**config.mk**
```make
export PLATFORM = sky130hd
export DESIGN_NAME = scope_frame_crc16_framer_unit
export DESIGN_NICKNAME = d
export VERILOG_FILES = /design/src/rtl/scfr_pkg.sv /design/src/rtl/scope_frame_crc16_framer_unit.sv /design/src/rtl/scfr_frame_queue.sv /design/src/rtl/scfr_byte_serializer.sv
export SDC_FILE = /design/constraint.sdc
export NUM_CORES = 1
export LEC_CHECK = 0
export ABC_CLOCK_PERIOD_IN_PS = 4700
export BUFFER_PORTS_ARGS = -buffer_cell sky130_fd_sc_hd__buf_2
export CELL_PAD_IN_SITES_DETAIL_PLACEMENT = 1
export CELL_PAD_IN_SITES_GLOBAL_PLACEMENT = 1
export CORE_UTILIZATION = 45
export CTS_CLUSTER_SIZE = 28
export DETAILED_ROUTE_END_ITERATION = 16
export GPL_TIMING_DRIVEN = 0
export HOLD_SLACK_MARGIN = 0.1
export MAX_ROUTING_LAYER = met4
export PLACE_DENSITY_LB_ADDON = 0.1
export SYNTH_ARGS = -nofsm -noshare
export SYNTH_HDL_FRONTEND = slang
export SYNTH_HIERARCHICAL = 1
export SYNTH_SLANG_ARGS = --single-unit
```
**constraint.sdc**
```tcl
create_clock -name clk -period 4.7 [get_ports clk]
set_clock_uncertainty 0.15 [all_clocks]
set_input_delay 0 -clock clk [delete_from_list [all_inputs] [get_ports clk]]
set_output_delay 0 -clock clk [all_outputs]
set_load 0.03 [all_outputs]
```
**src/rtl/scfr_pkg.sv**
```systemverilog
// shared types, constants and crc helper for the scope frame crc16 framer
// depends on nothing
package scfr_pkg;

    localparam int SAMPLE_W = 16;
    localparam int BYTE_W   = 8;
    localparam int IDX_W    = 4;

    localparam logic [IDX_W-1:0] DATA_BYTES = 4'd8;
    localparam logic [IDX_W-1:0] CRC_LO_IDX = 4'd8;
    localparam logic [IDX_W-1:0] LAST_IDX   = 4'd9;

    localparam logic [15:0] CRC_SEED = 16'hFFFF;
    localparam logic [15:0] CRC_POLY = 16'hA001;

    // sample_a sits in the low bits so bytes go out low first in channel order
    typedef struct packed {
        logic [SAMPLE_W-1:0] smp_d;
        logic [SAMPLE_W-1:0] smp_c;
        logic [SAMPLE_W-1:0] smp_b;
        logic [SAMPLE_W-1:0] smp_a;
    } frame_t;

    typedef struct packed {
        logic   valid;
        frame_t frame;
    } qhead_t;

    // one byte of reflected crc16, eight shift steps
    function automatic logic [15:0] crc16_byte(logic [15:0] crc_in, logic [BYTE_W-1:0] data);
        logic [15:0] acc;
        acc = crc_in ^ {8'h00, data};
        for (int b = 0; b < BYTE_W; b++)
        begin
            if (acc[0])
            begin
                acc = (acc >> 1) ^ CRC_POLY;
            end
            else
            begin
                acc = acc >> 1;
            end
        end
        return acc;
    endfunction

endpackage

```
**src/rtl/scope_frame_crc16_framer_unit.sv**
```systemverilog
// Four signed 16-bit samples in, a ten-byte frame out: the samples low byte first in
// channel order, then the CRC-16/MODBUS of those eight bytes, low byte first, with
// is_last on the tenth byte. The one-byte output port paces the frame; a request
// goes into the queue first, then its first byte into the output register. A queue of
// QUEUE_DEPTH frames sits in front of the serializer, so the next request is taken while
// a frame is still going out, and frames follow each other with no gap.
// depends on scfr_pkg, scfr_frame_queue, scfr_byte_serializer
module scope_frame_crc16_framer_unit #(
    parameter int QUEUE_DEPTH = 2
) (
    input  logic               clk,
    input  logic               rst_n,
    input  logic               in_valid,
    output logic               in_ready,
    input  logic signed [15:0] sample_a,
    input  logic signed [15:0] sample_b,
    input  logic signed [15:0] sample_c,
    input  logic signed [15:0] sample_d,
    output logic               out_valid,
    input  logic               out_ready,
    output logic [7:0]         frame_byte,
    output logic               is_last
);
    import scfr_pkg::*;

    frame_t in_frame;
    qhead_t head;
    logic   pop;

    assign in_frame.smp_a = sample_a;
    assign in_frame.smp_b = sample_b;
    assign in_frame.smp_c = sample_c;
    assign in_frame.smp_d = sample_d;

    scfr_frame_queue #(
        .DEPTH(QUEUE_DEPTH)
    ) u_front (
        .clk       (clk),
        .rst_n     (rst_n),
        .push_valid(in_valid),
        .push_ready(in_ready),
        .push_frame(in_frame),
        .head      (head),
        .pop       (pop)
    );

    scfr_byte_serializer u_back (
        .clk       (clk),
        .rst_n     (rst_n),
        .head      (head),
        .pop       (pop),
        .out_valid (out_valid),
        .out_ready (out_ready),
        .frame_byte(frame_byte),
        .is_last   (is_last)
    );

endmodule

```
**src/rtl/scfr_frame_queue.sv**
```systemverilog
// front end: takes sample requests and holds them in a short frame queue
// depends on scfr_pkg
module scfr_frame_queue #(
    parameter int DEPTH = 2
) (
    input  logic            clk,
    input  logic            rst_n,
    input  logic            push_valid,
    output logic            push_ready,
    input  scfr_pkg::frame_t push_frame,
    output scfr_pkg::qhead_t head,
    input  logic            pop
);
    import scfr_pkg::*;

    localparam int PTR_W = $clog2(DEPTH);
    localparam int CNT_W = $clog2(DEPTH + 1);
    localparam logic [PTR_W-1:0] PTR_LAST = PTR_W'(DEPTH - 1);
    localparam logic [CNT_W-1:0] CNT_FULL = CNT_W'(DEPTH);

    frame_t            slot_reg [DEPTH];
    logic [PTR_W-1:0]  wptr_reg, wptr_next;
    logic [PTR_W-1:0]  rptr_reg, rptr_next;
    logic [CNT_W-1:0]  count_reg, count_next;
    logic              do_push;
    logic              do_pop;

    assign push_ready = (count_reg != CNT_FULL);
    assign do_push    = push_valid && push_ready;
    assign do_pop     = pop && (count_reg != '0);

    assign head.valid = (count_reg != '0);
    assign head.frame = slot_reg[rptr_reg];

    always_comb
    begin
        wptr_next  = wptr_reg;
        rptr_next  = rptr_reg;
        count_next = count_reg;
        if (do_push)
        begin
            wptr_next = (wptr_reg == PTR_LAST) ? '0 : wptr_reg + 1'b1;
        end
        if (do_pop)
        begin
            rptr_next = (rptr_reg == PTR_LAST) ? '0 : rptr_reg + 1'b1;
        end
        if (do_push && !do_pop)
        begin
            count_next = count_reg + 1'b1;
        end
        else if (do_pop && !do_push)
        begin
            count_next = count_reg - 1'b1;
        end
    end

    always_ff @(posedge clk or negedge rst_n)
    begin
        if (!rst_n)
        begin
            wptr_reg  <= '0;
            rptr_reg  <= '0;
            count_reg <= '0;
        end
        else
        begin
            wptr_reg  <= wptr_next;
            rptr_reg  <= rptr_next;
            count_reg <= count_next;
        end
    end

    always_ff @(posedge clk)
    begin
        if (do_push)
        begin
            slot_reg[wptr_reg] <= push_frame;
        end
    end

endmodule

```
**src/rtl/scfr_byte_serializer.sv**
```systemverilog
// back end: walks the head frame one byte per cycle while the output is not stalled, runs the crc, appends it
// depends on scfr_pkg
module scfr_byte_serializer (
    input  logic                        clk,
    input  logic                        rst_n,
    input  scfr_pkg::qhead_t            head,
    output logic                        pop,
    output logic                        out_valid,
    input  logic                        out_ready,
    output logic [scfr_pkg::BYTE_W-1:0] frame_byte,
    output logic                        is_last
);
    import scfr_pkg::*;

    logic [IDX_W-1:0]  idx_reg, idx_next;
    logic [15:0]       crc_reg, crc_next;
    logic              out_valid_reg, out_valid_next;
    logic [BYTE_W-1:0] byte_reg;
    logic              last_reg;
    logic              adv;
    logic              emit;
    logic              is_data;
    logic [63:0]       head_bits;
    logic [BYTE_W-1:0] data_byte;
    logic [BYTE_W-1:0] cur_byte;

    assign head_bits = head.frame;
    assign adv       = !out_valid_reg || out_ready;
    assign emit      = adv && head.valid;
    assign is_data   = (idx_reg < DATA_BYTES);
    assign data_byte = head_bits[{idx_reg[2:0], 3'b000} +: BYTE_W];
    assign pop       = emit && (idx_reg == LAST_IDX);

    always_comb
    begin
        priority if (is_data)
        begin
            cur_byte = data_byte;
        end
        else if (idx_reg == CRC_LO_IDX)
        begin
            cur_byte = crc_reg[7:0];
        end
        else
        begin
            cur_byte = crc_reg[15:8];
        end
    end

    always_comb
    begin
        idx_next       = idx_reg;
        crc_next       = crc_reg;
        out_valid_next = out_valid_reg;
        if (adv)
        begin
            out_valid_next = head.valid;
        end
        if (emit)
        begin
            if (idx_reg == LAST_IDX)
            begin
                idx_next = '0;
                crc_next = CRC_SEED;
            end
            else
            begin
                idx_next = idx_reg + 1'b1;
                if (is_data)
                begin
                    crc_next = crc16_byte(crc_reg, data_byte);
                end
            end
        end
    end

    always_ff @(posedge clk or negedge rst_n)
    begin
        if (!rst_n)
        begin
            idx_reg       <= '0;
            crc_reg       <= CRC_SEED;
            out_valid_reg <= 1'b0;
        end
        else
        begin
            idx_reg       <= idx_next;
            crc_reg       <= crc_next;
            out_valid_reg <= out_valid_next;
        end
    end

    always_ff @(posedge clk)
    begin
        if (emit)
        begin
            byte_reg <= cur_byte;
            last_reg <= (idx_reg == LAST_IDX);
        end
    end

    assign out_valid  = out_valid_reg;
    assign frame_byte = byte_reg;
    assign is_last    = last_reg;

endmodule

```
# After elaboration in Yosys (flattened, before gate mapping)

Memory sizes are Yosys's and may differ from the RTL's.
Cells that the tools add are included.

Input port bits: 68
Memories: 1
Output and inout port bits: 11
RAM bits: 128
Bits in registers: 34

Shift-type cells: 1
Add/sub/neg operators: 5
Order comparisons: 1
Mux-type cells: 40
Reduce and logical (&&, ||, !) cells: 14
Eq/ne operators: 3
Bitwise operators: 9

Memories:

| memory           | depth | width | rd ports | clocked after memory_dff | wr ports | line                   | text |
|---|---|---|---|---|---|---|---|
| u_front.slot_reg | 2     | 64    | 1        | 0                        | 1        | scfr_frame_queue.sv:21 | `frame_t slot_reg [DEPTH];` |

Operators by type and width:

| kind                  | count |
|---|---|
| $mux W16              | 31 |
| $shiftx A64 B7 Y8     | 1 |
| $not A2 Y3            | 8 |
| $mux W8               | 2 |
| $xor A16 B8 Y16       | 1 |
| $eq A4 B4 Y1 const B  | 2 |
| $logic_and A1 B1 Y1   | 6 |
| $reduce_bool A2 Y1    | 3 |
| $add A4 B1 Y4 const B | 1 |
| $lt A4 B4 Y1 const B  | 1 |
| $mux W1               | 4 |
| $mux W2               | 2 |
| $mux W4               | 1 |
| $logic_not A1 Y1      | 3 |
| $add A1 B1 Y1 const B | 2 |
| $add A2 B1 Y2 const B | 1 |
| $ne A2 B2 Y1 const B  | 1 |
| $reduce_and A2 Y1     | 1 |
| $sub A2 B1 Y2 const B | 1 |
| $logic_or A1 B1 Y1    | 1 |

# Logic depth before layout (Yosys ltp)

An unclocked memory read counts as a cell.

Depth after elaboration: 42
Gate-level depth with buffers: 11

# Modules after synthesis

The synthesis kept the hierarchy.

By module, submodules not included:

| module               | cells an instance | area an instance (µm²) | instances |
|---|---|---|---|
| scfr_frame_queue     | 217               | 5018.6                 | 1 |
| scfr_byte_serializer | 187               | 2163.3                 | 1 |

# Least setup slack after synthesis

Ideal clock, no wire load.

Path type: reg2reg
From: register u_front.count_reg[0]
To: memory u_front/slot_reg[0][0] (netlist bit) (enable)
Stages on the path, launching flop included: 4
Clock period less this slack: 4203 ps
Setup slack: 497 ps
Library setup time: 486 ps
Arrival time: 3567 ps
Required time: 4064 ps
Path buffers: 0
Cell sequence: dfrtp_1 nand2b_1 nand2_1 nor2_1

Word-level cells in the longest chain between the ends: 4

Ends and longest elaborated chain:

| what                          | line                                | text |
|---|---|---|
| start, declared               | scfr_frame_queue.sv:24              | `logic [CNT_W-1:0] count_reg, count_next;` |
| start signal, assigned        | scfr_frame_queue.sv:70              | `count_reg <= count_next;` |
| $ne A2 B2 Y1                  | scfr_frame_queue.sv:28              | `assign push_ready = (count_reg != CNT_FULL);` |
| named net in_ready            | scope_frame_crc16_framer_unit.sv:14 | `output logic in_ready,` |
| $logic_and A1 B1 Y1           | scfr_frame_queue.sv:29              | `assign do_push = push_valid && push_ready;` |
| $mux W1                       | scfr_frame_queue.sv:76              | `if (do_push)` |
| $mux W1 (not written as such) | scfr_frame_queue.sv:78              | `slot_reg[wptr_reg] <= push_frame;` |
| end, declared                 | scfr_frame_queue.sv:21              |  |

The timed path passes the listed nets, and every way through them passes these cells.

==> flow_summary_export.csv <==
group,metric,value,unit
critical_path,regToRegStartpoint,"u_front/rptr_reg",
critical_path,crit_required,4890,ps
run,maxCapViolations,0,
critical_path,worstPathArrival,3750,ps
route,wire_per_inst,20.1,µm
clock_network,htreeDepth,4,
route,first_pass_iters,4,
synthesis,ys_warn_count,6,
synthesis,syn_inst,404,
min_path,min_delay_path_depth,2,
critical_path,cp_max_fo,10,
floorplan,std_cell_rows,45,
grt,grt_start_max_net_pins,64,
layout,post-route-util,59.8,%
route,via_per_inst,5.03,
status,status,"complete, no violations",
pwr,power,7.26,mW
sta,fin_crit_sh,75.7,%
pwr,vdd_drop_max,0.000564,V
layout,largest_reg_flops,128,
synthesis,syn_area,7180,µm²
grt,grtUsageTotal,21.5,%
clock_network,cts_tree,"built",
synthesis,synthArstFlopShare,15.4,%
sta,rsz0062_at_grt,"false",
sta,final_max_slew_viol_count,0,
synthesis,synth_nets,473,
synthesis,synthTopCellsByArea,"edfxtp_1, mux2_4, dfstp_2, mux2_2, mux2i_1",
place,port_buffers,78,
floorplan,die_w,128,µm
place,gp_congestion,0.862,
sta,clock.fmax,281,MHz
clock_network,clkTransAtPathRegs,60,ps
sta,hold_viol,0,
critical_path,endpoint_kind,"flop",
floorplan,die_y,128,µm
floorplan,io_pins,79,
layout,fillers,1408,
min_path,holdPathEnd,"u_front/slot_reg[0][23]",
sta,tightest_slew,1080,ps
critical_path,rr_worst_depth,9,
clock_network,cts_num_sinks,162,
clock_network,clockBufferDepth,2,
min_path,min_from,"sample_b[7]",
layout,drive_gt1_share,37.9,%
route,vias,4002,
grt,grt_pass1_vias,4312,
route,drt.antenna.violating_nets,0,
synthesis,synthDominantAreaCellType,"edfxtp_1",
synthesis,ys_seq_elements,162,
route,drtIter0Drc,193,
layout,fin_nets,641,
grt,overflow,0,
floorplan,coreArea,15400,µm²
layout,syn_to_final_growth,27.9,%
sta,setup_viol,0,
layout,fin_cells,796,
sta,fin_crit,3560,ps
synthesis,ys_seq_area_share,66.3,%
synthesis,synth_edf_count,137,
pwr,p_leak,3.55,nW
synthesis,yosysUniqueCellTypes,44,
clock_network,clk_latency,420,ps
route,drt-total-wl,16.0,mm
floorplan,die-area,16500,µm²
sta,relSlewSlack,27.7,%
route,drc_errors,0,
synthesis,synth_top_area_share,57.3,%
clock_network,cts_root_buf,"clkbuf_16",
clock_network,cts_setup_buffers,0,
min_path,min_path_type,"in -> reg",
critical_path,crit_type,"reg -> reg",
layout,design_area,9190,µm²
place,dpl-instance-area,7920,µm²
synthesis,dominantRegCellSynth,"edfxtp_1",
layout,antenna_cells,0,
grt,grt_pass1_wl,24.4,mm
floorplan,start_util,46.7,%
sta,setup_tns,0,ps
synthesis,synth_most_common_cell,"edfxtp_1",
grt,antenna_found_initial,0,
place,dp_cells,696,
critical_path,reg2reg_slack,1140,ps
synthesis,synth_area_per_cell,17.8,µm²
synthesis,yosys-top-cells-count,"edfxtp_1, mux2_4, mux2i_1",
place,hpwl,10.1,mm
critical_path,cp-start-kind,"flop",
pwr,powerDensity,790,nW/µm²
critical_path,r2r-end,"u_back/crc_reg[0]",
clock_network,cts_made_buffers,17,
worst max-delay path by stage:
stage	end	slack [ps]	from
final	u_back/crc_reg[0]	1140	u_front/rptr_reg
after global routing	u_back/crc_reg[0]	940	u_front/rptr_reg
after CTS	u_back/crc_reg[0]	1120	u_front/rptr_reg
after detailed placement	u_back/crc_reg[14]	1120	u_front/rptr_reg
after global placement	u_front/slot_reg[0][15]	-910	u_front/count_reg[0]
after floorplan	u_front/slot_reg[0][0]	500	u_front/count_reg[0]
layer usage:
metal | vias to the layer above | global-route usage (%) | part of all wire (%) | routed length (µm)
met4 | 0 | 5.40 | 0.58 | 93
met1 | 2050 | 25.1 | 44 | 7080
met3 | 5 | 5.03 | 2.6 | 422
met5 | - | - | 0 | 0
met2 | 72 | 37.6 | 53 | 8400
li1 | 1875 | - | - | -
cells by family after synthesis:
kind of cell,synth area share (%)
adder cells (fa/ha/maj),0.174
buffers and inverters,2.61
AO/OA/AOI/OAI,3.48
AND/OR/NAND/NOR,3.36
multiplexers,19.3
XOR/XNOR,4.77
flip-flops,66.3
power by group:
group | switching [mW] | internal (mW)
clock | 0.567 | 0.836
combinational | 1.68 | 1.91
sequential | 0.169 | 2.09
worst max-delay path: stages, from the launching register on:
cell,delay [ps]
dfrtp_1,360
buf_6,190
buf_6,220
mux2_4,310
mux4_1,520
o21ai_2,190
xor2_1,390
xor3_1,560
xnor3_1,380
a21oi_1,190
through the flow:
| step | worst slack (ps) | hold slack [ps] |
|---|---|---|
| 6_report | 1140 | 147 |
| 4_1_cts | 1120 | 126 |
| 2_1_floorplan | 497 | -446 |
| 3_3_place_gp | -910 | -115 |
| 5_1_grt | 940 | 130 |
| 3_5_place_dp | 1120 | -100 |
placed cells by master, fill, tap and decap left out, types with 4 or more instances in the layout:
cell type	synthesis	final
edfxtp_1	137	137
buf_2	4	82
dlygate4sd3_1	0	68
mux2_4	50	50
mux2i_1	25	25
mux2_2	24	24
clkbuf_16	0	17
dfstp_2	16	16
nor2_1	13	12
xnor2_1	12	12
nand2_1	11	11
a21oi_1	11	11
xor2_1	11	11
dfrtp_1	9	9
clkbuf_1	6	8
buf_6	8	8
o21ai_0	7	7
nand2b_1	7	7
o22a_1	7	7
nand3_1	5	5
buf_12	2	4
mux4_2	4	4
xnor3_1	4	4
what timing repair did:
| action | CTS | global route |
|---|---|---|
| setup endpoints to repair | 0 | 0 |
| resized for setup | 0 | 0 |
| hold endpoints to repair | 160 | 0 |
| hold buffers | 68 | 0 |
final cells by class:
| type | count | area, µm² | share of cell area, % |
|---|---|---|---|
| plain buffers | 21 | 176 | 1.92 |
| clock buffers | 19 | 433 | 4.71 |
| clock inverters | 13 | 158 | 1.72 |
| inverters | 3 | 11.3 | 0.123 |
| multi-input cells | 218 | 2250 | 24.5 |
| flip-flops and latches | 162 | 4760 | 51.8 |
| well taps | 211 | 264 | 2.87 |
| repair buffers | 149 | 1140 | 12.4 |
Power figures use the tool's default switching activity.
